===== src/hw/rtl/assert_macros.svh =====
// Assertion macros shared by the leak meter RTL.
// Each macro expects clk_i and rst_ni to be visible in the using module.
`ifndef ASSERT_MACROS_SVH
`define ASSERT_MACROS_SVH

// Check a property on every clock edge outside reset.
`define DTG_ASSERT(lbl, prop, msg) \
  lbl: assert property (@(posedge clk_i) disable iff (!rst_ni) (prop)) else $error(msg);

// Check that a condition is followed by a consequence in the next cycle.
`define DTG_ASSERT_NEXT(lbl, ante, cons, msg) \
  lbl: assert property (@(posedge clk_i) disable iff (!rst_ni) (ante) |=> (cons)) \
    else $error(msg);

`endif


===== src/hw/rtl/dtglm_pkg.sv =====
// Shared types and constants of the dual-tone leak meter.
// Used by the controller, the datapath and the top level; no dependencies.
package dtglm_pkg;

  // Configuration port geometry and register indices
  localparam int unsigned CFG_IDX_W  = 3;
  localparam int unsigned CFG_DATA_W = 32;

  localparam logic [CFG_IDX_W-1:0] CFG_WINDOW_LEN = 3'd0;
  localparam logic [CFG_IDX_W-1:0] CFG_COEFF_50   = 3'd1;
  localparam logic [CFG_IDX_W-1:0] CFG_COEFF_60   = 3'd2;
  localparam logic [CFG_IDX_W-1:0] CFG_HPF_POLE   = 3'd3;
  localparam logic [CFG_IDX_W-1:0] CFG_GAIN_K     = 3'd4;
  localparam logic [CFG_IDX_W-1:0] CFG_SMOOTHING  = 3'd5;
  localparam logic [CFG_IDX_W-1:0] CFG_DEADBAND   = 3'd6;
  localparam logic [CFG_IDX_W-1:0] CFG_OFFSET     = 3'd7;

  // Result field widths
  localparam int unsigned SAMPLE_W = 16;
  localparam int unsigned LEAK_W   = 24;

  // Square root steps, one result bit each
  localparam int unsigned SQRT_STEPS = 32;
  localparam int unsigned SQ_CNT_W   = 5;

  // Datapath operations issued by the controller
  typedef enum logic [4:0] {
    OP_NONE, OP_LOAD, OP_HPF, OP_MH, OP_ML, OP_MS, OP_RES,
    OP_PAA, OP_PBB, OP_PMB, OP_RA, OP_RB, OP_RC, OP_SQ,
    OP_G1, OP_G2, OP_G3, OP_G4, OP_AV1, OP_AV2
  } op_e;

  typedef struct packed {
    op_e  op;
    logic sel;   // 0: 50 Hz resonator, 1: 60 Hz resonator
  } cmd_t;

  typedef struct packed {
    logic wend;      // window count has reached its length
    logic out_full;  // result register holds an untaken result
  } stat_t;

endpackage


===== src/hw/rtl/dtglm_ctrl.sv =====
// Sequencing controller of the leak meter: walks the datapath through one sample
// and, at window end, through power, choice, root and averaging. Uses dtglm_pkg.
`include "assert_macros.svh"

module dtglm_ctrl (
  input  logic                   clk_i,
  input  logic                   rst_ni,
  input  logic                   in_valid_i,
  output logic                   in_ready_o,
  input  dtglm_pkg::stat_t       stat_i,
  output dtglm_pkg::cmd_t        cmd_o
);

  typedef enum logic [4:0] {
    ST_IDLE, ST_HPF, ST_MH, ST_ML, ST_MS, ST_RES, ST_PAA, ST_PBB, ST_PMB,
    ST_RA, ST_RB, ST_RC, ST_SQ, ST_G1, ST_G2, ST_G3, ST_G4, ST_AV1, ST_AV2
  } st_e;

  st_e                             st_q;
  logic                            sel_q;
  logic                            pwr_q;
  logic [dtglm_pkg::SQ_CNT_W-1:0]  sq_cnt_q;

  localparam logic [dtglm_pkg::SQ_CNT_W-1:0] SQ_LAST =
    dtglm_pkg::SQ_CNT_W'(dtglm_pkg::SQRT_STEPS - 1);

  // Decode the datapath operation of the current state
  always_comb begin
    cmd_o.sel = sel_q;
    case (st_q)
      ST_IDLE: cmd_o.op = in_valid_i ? dtglm_pkg::OP_LOAD : dtglm_pkg::OP_NONE;
      ST_HPF:  cmd_o.op = dtglm_pkg::OP_HPF;
      ST_MH:   cmd_o.op = dtglm_pkg::OP_MH;
      ST_ML:   cmd_o.op = dtglm_pkg::OP_ML;
      ST_MS:   cmd_o.op = dtglm_pkg::OP_MS;
      ST_RES:  cmd_o.op = dtglm_pkg::OP_RES;
      ST_PAA:  cmd_o.op = dtglm_pkg::OP_PAA;
      ST_PBB:  cmd_o.op = dtglm_pkg::OP_PBB;
      ST_PMB:  cmd_o.op = dtglm_pkg::OP_PMB;
      ST_RA:   cmd_o.op = dtglm_pkg::OP_RA;
      ST_RB:   cmd_o.op = dtglm_pkg::OP_RB;
      ST_RC:   cmd_o.op = dtglm_pkg::OP_RC;
      ST_SQ:   cmd_o.op = dtglm_pkg::OP_SQ;
      ST_G1:   cmd_o.op = dtglm_pkg::OP_G1;
      ST_G2:   cmd_o.op = dtglm_pkg::OP_G2;
      ST_G3:   cmd_o.op = dtglm_pkg::OP_G3;
      ST_G4:   cmd_o.op = dtglm_pkg::OP_G4;
      ST_AV1:  cmd_o.op = dtglm_pkg::OP_AV1;
      ST_AV2:  cmd_o.op = stat_i.out_full ? dtglm_pkg::OP_NONE : dtglm_pkg::OP_AV2;
      default: cmd_o.op = dtglm_pkg::OP_NONE;
    endcase
  end

  assign in_ready_o = (st_q == ST_IDLE);

  // Advance the sequence
  always_ff @(posedge clk_i or negedge rst_ni) begin
    if (!rst_ni) begin
      st_q     <= ST_IDLE;
      sel_q    <= 1'b0;
      pwr_q    <= 1'b0;
      sq_cnt_q <= '0;
    end else begin
      case (st_q)
        ST_IDLE: if (in_valid_i) st_q <= ST_HPF;
        ST_HPF: begin
          st_q  <= ST_MH;
          sel_q <= 1'b0;
          pwr_q <= 1'b0;
        end
        ST_MH: st_q <= ST_ML;
        ST_ML: st_q <= ST_MS;
        ST_MS: st_q <= pwr_q ? ST_PAA : ST_RES;
        ST_RES: begin
          if (!sel_q) begin
            sel_q <= 1'b1;
            st_q  <= ST_MH;
          end else if (stat_i.wend) begin
            sel_q <= 1'b0;
            pwr_q <= 1'b1;
            st_q  <= ST_MH;
          end else begin
            st_q <= ST_IDLE;
          end
        end
        ST_PAA: st_q <= ST_PBB;
        ST_PBB: st_q <= ST_PMB;
        ST_PMB: begin
          if (!sel_q) begin
            sel_q <= 1'b1;
            st_q  <= ST_MH;
          end else begin
            st_q <= ST_RA;
          end
        end
        ST_RA: st_q <= ST_RB;
        ST_RB: st_q <= ST_RC;
        ST_RC: begin
          st_q     <= ST_SQ;
          sq_cnt_q <= '0;
        end
        ST_SQ: begin
          if (sq_cnt_q == SQ_LAST) st_q <= ST_G1;
          else                     sq_cnt_q <= sq_cnt_q + 1'b1;
        end
        ST_G1:  st_q <= ST_G2;
        ST_G2:  st_q <= ST_G3;
        ST_G3:  st_q <= ST_G4;
        ST_G4:  st_q <= ST_AV1;
        ST_AV1: st_q <= ST_AV2;
        ST_AV2: if (!stat_i.out_full) st_q <= ST_IDLE;
        default: st_q <= ST_IDLE;
      endcase
    end
  end

  `DTG_ASSERT(a_ready_ops, !in_ready_o || cmd_o.op == dtglm_pkg::OP_LOAD || cmd_o.op == dtglm_pkg::OP_NONE, "work issued while ready")
  `DTG_ASSERT_NEXT(a_accept_hpf, in_valid_i && in_ready_o, st_q == ST_HPF, "accepted sample not filtered")
  `DTG_ASSERT_NEXT(a_root_start, st_q == ST_RC, st_q == ST_SQ && sq_cnt_q == '0, "root not started")

endmodule


===== config.mk =====
export PLATFORM = sky130hd
export DESIGN_NAME = dtglm_ctrl
export DESIGN_NICKNAME = d
export VERILOG_FILES = /design/src/hw/rtl/dtglm_pkg.sv /design/src/hw/rtl/dtglm_ctrl.sv
export VERILOG_INCLUDE_DIRS = /design/src /design/src/hw/rtl
export SDC_FILE = /design/constraint.sdc
export NUM_CORES = 1
export LEC_CHECK = 0
export BUFFER_PORTS_ARGS = -buffer_cell sky130_fd_sc_hd__buf_2
export CORE_MARGIN = 2
export CORE_UTILIZATION = 35
export CTS_CLUSTER_DIAMETER = 100
export CTS_CLUSTER_SIZE = 12
export DETAILED_ROUTE_END_ITERATION = 10
export HOLD_SLACK_MARGIN = 0.05
export PLACE_DENSITY = 0.63
export SYNTH_ARGS = -nofsm -noshare
export SYNTH_HDL_FRONTEND = slang
export SYNTH_SLANG_ARGS = --single-unit

===== constraint.sdc =====
create_clock -name clk_i -period 4.5 [get_ports clk_i]
set_input_delay 0.9 -clock clk_i [delete_from_list [all_inputs] [get_ports clk_i]]
set_output_delay 0.9 -clock clk_i [all_outputs]
set_load 0.01 [all_outputs]

==> impl_metrics.toml, run 1 <==
[yosys]
yosys.area_share.simple_pct = 26.4
synth_edf_count = 0
yosys_register_bits = 12
post_synth_fa_ha_maj_area_fraction_pct = 2.78
synthArstFlopShare_pct = 100
yosys_warnings = 0
synth_top_family_by_area = "compound AO/OA/AOI/OAI gates"
synthMuxAreaShare_pct = 1.25
synth-compound-area-share_pct = 27.7
avgSynthCellArea_um2 = 7.96
synthFlopType = "dfrtp_1"
synth_cell_types = 37
yosysSeqAreaShare_pct = 33.4
syn-num-nets = 120
syn_area_um2 = 900
synth_cells = 113
synth_xor_area_share_pct = 1.95

[pwr]
p_per_area_mw_per_mm2 = 673
ir_worst_vdd_v = 0.000314
p_clk_share_pct = 10.3
combinationalPowerShare_pct = 50.5
seq_power_share_pct = 39.2
switching_share_pct = 48.3
internal_power_mw = 0.336
power_switching_mw = 0.314
p_leak_nw = 0.421

[drt]
drt_iter0_drc = 26
ant_nets = 0
drtPass1Iterations = 5
vias = 852
routedWlPerCell_um = 13.4
drc = 0
wirelength_um = 1960
viasPerCell = 5.84

[sta]
setup_viol = 0
rsz0062_at_grt = "false"
slew_headroom_pct = 52.4
layout_worst_path_cycle_share_pct = 61.8
fin_ws_ps = 1720
whs_ps = 509
slew_viol_final = 0
finalHoldViolCount = 0
period_minus_slack_ps = 2780
fin_setup_tns_ps = 0
skew_ps = 12.3
max_clock_freq_ghz = 0.359
tightest_slew_ps = 714

[critical_path]
critPathBufInv = 1
crit_fanout = 21
worstPathRequired_ps = 3600
crit_cells = 5
cp_cell_sequence = "nor2_1 -> o21ai_0 -> o21a_1 -> o221ai_1 -> buf_2"
cp_data_arrival_time_ps = 1880
cp-start-kind = "flip-flop"
r2r_cells = 7
crit_family = "flip-flops"
crit_type = "flip-flop to output pin"
endpoint_kind = "output pin"
slowest_delay_ps = 590
cp_slowest_cell = "dfrtp_1"

[placement]
io_buffer_count = 11
place_ws_ps = 2040
dp_hpwl_um = 1310
gp_congestion = 0.736

[floorplanning]
die_w_um = 54.7
die_y_um = 54.7
dieArea_mm2 = 0.00299
ioPinCount = 12
floorplan.initialDensity_pct = 36.6
core-area_mm2 = 0.00245
rows = 18

[grt]
grt_pass1_vias = 708
antenna_found_initial = 0
grt-ovfl-total = 0
grt_max_degree = 26
track_usage_pct = 14.9
grt_pass1_wl_um = 3240

[clock_tree]
cts_tree = "done"
cts_root_buf = "clkbuf_4"
cts_setup_buffers = 0
cts_hold_buf = 0
cts_made_buffers = 3
cts_sinks = 12
cts.clk_slew.worst_paths_ps = 80
post_cts_resized = 0
clockBufferDepth = 2
clock_latency_ps = 270
htreeDepth = 1

[final_layout]
nets = 125
drive_above_1_share_pct = 16.4
syn_to_final_growth_pct = 7.51
diodes = 0

[job]
max_cap_viol_count = 0

[hold_path]
hold_class = "primary input to asynchronous set/reset pin"

[status]
status = "finished clean"
power by group through the flow:
stage / Sequential, mW / Combinational (mW) / Clock [mW]
2_1_floorplan: 0.167 / 0.339 / 0
3_3_place_gp: 0.252 / 0.324 / 0
3_5_place_dp: 0.255 / 0.330 / 0
4_1_cts: 0.252 / 0.331 / 0.0699
5_1_grt: 0.268 / 0.377 / 0.0756
6_report: 0.255 / 0.329 / 0.0672
logic make-up after synthesis:
logic type | after synthesis
xor gates and xnor gates | 2
DFF | 12
adders and majority gates | 2
and+or+nand+nor | 44
AOI/OAI and AO/OA | 38
buffers and inverters | 14
muxes | 1
Yosys cell counts (2+ instances only):
library cell / count / area share (%)
clkbuf_1: 7 / 2.9
a31oi_1: 4 / 2.8
o21a_1: 2 / 1.7
buf_2: 2 / 1.1
a2bb2oi_1: 2 / 1.9
ha_1: 2 / 2.8
nor3_1: 6 / 3.3
nand2_1: 8 / 3.3
a31o_2: 2 / 1.9
nand2b_1: 3 / 2.1
a21oi_1: 8 / 4.5
nor2b_1: 3 / 2.1
or3_1: 2 / 1.4
o221ai_1: 2 / 1.9
a22o_1: 2 / 1.9
o21ai_0: 10 / 5.6
nor4b_1: 2 / 1.9
nor2_1: 9 / 3.8
nand3_1: 4 / 2.2
dfrtp_1: 12 / 33
inv_1: 3 / 1.3
xnor2_1: 2 / 1.9
nor4_1: 2 / 1.4
stage by stage:
step                area (µm²)  util, %  instances  total power, mW
floorplan                  900        -        113            0.506
global placement           945     38.5        143            0.576
detailed placement         945     38.5        143            0.585
CTS                        967     39.4        146            0.653
global route               967     39.4        146            0.721
finish                     967     39.4        146            0.651
routing by layer:
| layer | vias to the layer above | wire (µm) | GRT usage [%] | share of wire [%] |
|---|---|---|---|---|
| met5 | - | 0 | 0 | 0 |
| met4 | 0 | 13 | 3.75 | 0.66 |
| met3 | 2 | 107 | 4.10 | 5.5 |
| met2 | 23 | 831 | 21.0 | 42 |
| met1 | 407 | 1010 | 21.9 | 51 |
| li1 | 420 | - | - | - |
worst paths after layout:
path	start	endpoint	slack [ps]
worst max-delay path	st_q[2]	cmd_o[1]	1720
worst min-delay path	rst_ni	st_q[4]	510
worst max register to register	sq_cnt_q[0]	sq_cnt_q[3]	2270
worst min register to register	sq_cnt_q[2]	sq_cnt_q[2]	520
max in group asynchronous	rst_ni	st_q[0]	3740
min in group clk_i	sq_cnt_q[2]	sq_cnt_q[2]	520
sequential cells by signal (all words and copies together) (netlist names):
register,count
sel_q,1
sq_cnt_q,5
st_q,5
pwr_q,1
cell type report:
cell class | instances | area (µm²)
Inverter | 3 | 11.3
Fill cell | 258 | 1490
Clock buffer | 3 | 22.5
Multi-Input combinational cell | 87 | 541
Tap cell | 30 | 37.5
Sequential cell | 12 | 300
Timing Repair Buffer | 11 | 55.1
worst register-to-register path, cell delays in order, from the launching register on:
cell     delay [ps]
dfrtp_1         400
ha_1            230
and3_1          190
ha_1            170
or4b_4          510
a21o_1          260
o21a_1          200
o22a_1          170
cell usage in the layout, fill, tap and decap left out:
master	count
nor3b_1	1
ha_1	2
and3_1	1
clkbuf_4	3
or3_1	2
o21a_1	2
a211o_1	1
a21boi_0	1
a31o_2	2
or4b_4	1
a21o_1	1
o21ai_0	10
nor2b_1	3
a22o_1	2
nand3_1	4
mux2_2	1
o221ai_1	2
nand3b_1	1
dfrtp_1	12
o22a_1	1
a2bb2oi_1	2
nand2_1	8
inv_1	3
buf_2	11
a21oi_1	8
o21bai_1	1
xnor2_1	2
nor4b_1	2
nor2_1	9
nor3_1	6
or3b_2	1
a31oi_1	4
nand2b_1	3
a2111oi_0	1
nor4_1	2
No activity file was read; power rests on OpenSTA's default activity.
==> run 2: changes to the inputs <==
--- a/config.mk
+++ b/config.mk
@@ -13,7 +13,7 @@
 export CTS_CLUSTER_SIZE = 12
 export DETAILED_ROUTE_END_ITERATION = 10
 export HOLD_SLACK_MARGIN = 0.05
-export PLACE_DENSITY = 0.63
+export PLACE_DENSITY = 0.65
 export SYNTH_ARGS = -nofsm -noshare
 export SYNTH_HDL_FRONTEND = slang
 export SYNTH_SLANG_ARGS = --single-unit
==> constraint.sdc (replaced) <==
create_clock -name clk_i -period 2.4 [get_ports clk_i]
set_input_delay 0.48 -clock clk_i [delete_from_list [all_inputs] [get_ports clk_i]]
set_output_delay 0.48 -clock clk_i [all_outputs]
set_load 0.01 [all_outputs]
==> run 2 against run 1 <==
Against the previous run:
- critical path depth rose by 2
- total power rose by 100%
- clock power rose by 150%
- largest cell class unchanged
- highest routed layer unchanged
==> impl_metrics.toml, run 2 (same netlist as run 1, synthesis figures left out) <==
[placement]
io_buffer_count = 11
dp_hpwl_um = 1450
gp_congestion = 0.810
place_area_um2 = 982

[floorplanning]
core-area_mm2 = 0.00245
rows = 18
die_y_um = 54.7
die_w_um = 54.7
dieArea_mm2 = 0.00299
ioPinCount = 12
floorplan.initialDensity_pct = 36.6

[final_layout]
syn_to_final_growth_pct = 13.5
fin_area_mm2 = 0.00102
reg.largest.list = "sq_cnt_q (5), st_q (5)"
layout_common_cells = "12 x dfrtp_1, 11 x buf_2, 10 x o21ai_0"
diodes = 0
final_common_cell = "dfrtp_1"
drive_above_1_share_pct = 21.3
nets = 130

[critical_path]
r2r_cells = 7
cp_slowest_cell = "or4b_4"
critPathBufInv = 0
crit_type = "flip-flop to flip-flop"
worstPathRequired_ps = 2560
crit_family = "simple AND/OR/NAND/NOR gates"
cp-start-kind = "flip-flop"
cp_data_arrival_time_ps = 2380
cp_cell_sequence = "ha_1 -> and3_1 -> ha_1 -> or4b_4 -> a21o_1 -> o21a_1 -> o22a_1"
crit_cells = 7
crit_end = "sq_cnt_q[3]"
crit_start = "sq_cnt_q[0]"
crit_fanout = 6
endpoint_kind = "flip-flop"
slowest_delay_ps = 500
r2r_slack_ps = 180
r2r_start = "sq_cnt_q[0]"
timing.rr.end = "sq_cnt_q[3]"
crit_top_cell = "ha_1"

[drt]
drtPass1Iterations = 4
vias = 852
viasPerCell = 5.61
wirelength_um = 2050
drt_iter0_drc = 19
drc = 0
ant_nets = 0
routedWlPerCell_um = 13.5

[pwr]
p_per_area_mw_per_mm2 = 1300
p_total_mw = 1.32
seq_power_share_pct = 29.6
combinationalPowerShare_pct = 58.0
p_leak_nw = 0.454
internal_power_mw = 0.711
p_clk_share_pct = 12.4
switching_share_pct = 46.3
power_switching_mw = 0.614
ir_worst_vdd_v = 0.000540

[sta]
tightest_slew_ps = 504
skew_ps = 10.8
rsz0062_at_grt = "false"
fin_setup_tns_ps = 0
max_clock_freq_ghz = 0.450
slew_viol_final = 0
whs_ps = 69.4
period_minus_slack_ps = 2220
finalHoldViolCount = 0
layout_worst_path_cycle_share_pct = 92.7
slew_headroom_pct = 66.4
setup_viol = 0

[job]
max_cap_viol_count = 0

[clock_tree]
cts_made_buffers = 3
clockBufferDepth = 2
cts_hold_buf = 0
htreeDepth = 1
clock_latency_ps = 280
cts_sinks = 12
cts_tree = "done"
cts_root_buf = "clkbuf_4"
cts.clk_slew.worst_paths_ps = 90

[hold_path]
hold_class = "primary input to asynchronous set/reset pin"

[status]
status = "finished clean"

[grt]
track_usage_pct = 15.4
grt_max_degree = 18
grt-ovfl-total = 0
grt_pass1_wl_um = 3260
antenna_found_initial = 0
grt_pass1_vias = 726
run 2: metrics by stage:
stage / setup slack, ps / util, % / instances
floorplan: 283 / - / 113
global placement: 243 / 40.0 / 148
detailed placement: 182 / 40.0 / 148
CTS: 103 / 41.5 / 152
global route: 66.2 / 41.6 / 152
finish: 176 / 41.6 / 152
run 2: repair_timing:
| action | CTS | global route |
|---|---|---|
| setup buffers | 0 | 0 |
| resized for setup | 0 | 1 |
| endpoints found under the setup margin | 0 | 1 |
run 2: per-layer routing:
layer / global-route usage (%) / vias to the layer above / wire, µm
li1: - / 436 / -
met1: 19.7 / 399 / 984
met2: 25.0 / 15 / 961
met3: 4.92 / 2 / 89
met4: 3.75 / 0 / 12
met5: 0 / - / 0
run 2: power groups by stage:
stage | logic (mW) | clock network, mW | registers [mW]
after floorplan | 0.635 | 0 | 0.313
final | 0.768 | 0.165 | 0.392
after detailed placement | 0.763 | 0 | 0.392
after global placement | 0.747 | 0 | 0.386
after global routing | 0.855 | 0.181 | 0.406
after CTS | 0.765 | 0.172 | 0.389
run 2: worst min-delay path by stage:
stage	cells past startpoint	slack, ps	endpoint
after floorplan	0	180	pwr_q
after global placement	1	380	sel_q
after detailed placement	1	390	sel_q
after CTS	1	80	sel_q
after global routing	1	80	sel_q
final	1	70	st_q[2]
run 2: layout make-up:
type | count | area [µm²]
Sequential cell | 12 | 300
Tap cell | 30 | 37.5
Inverter | 3 | 11.3
Fill cell | 245 | 1430
Clock buffer | 4 | 36.3
Multi-Input combinational cell | 87 | 543
Timing Repair Buffer | 16 | 92.6
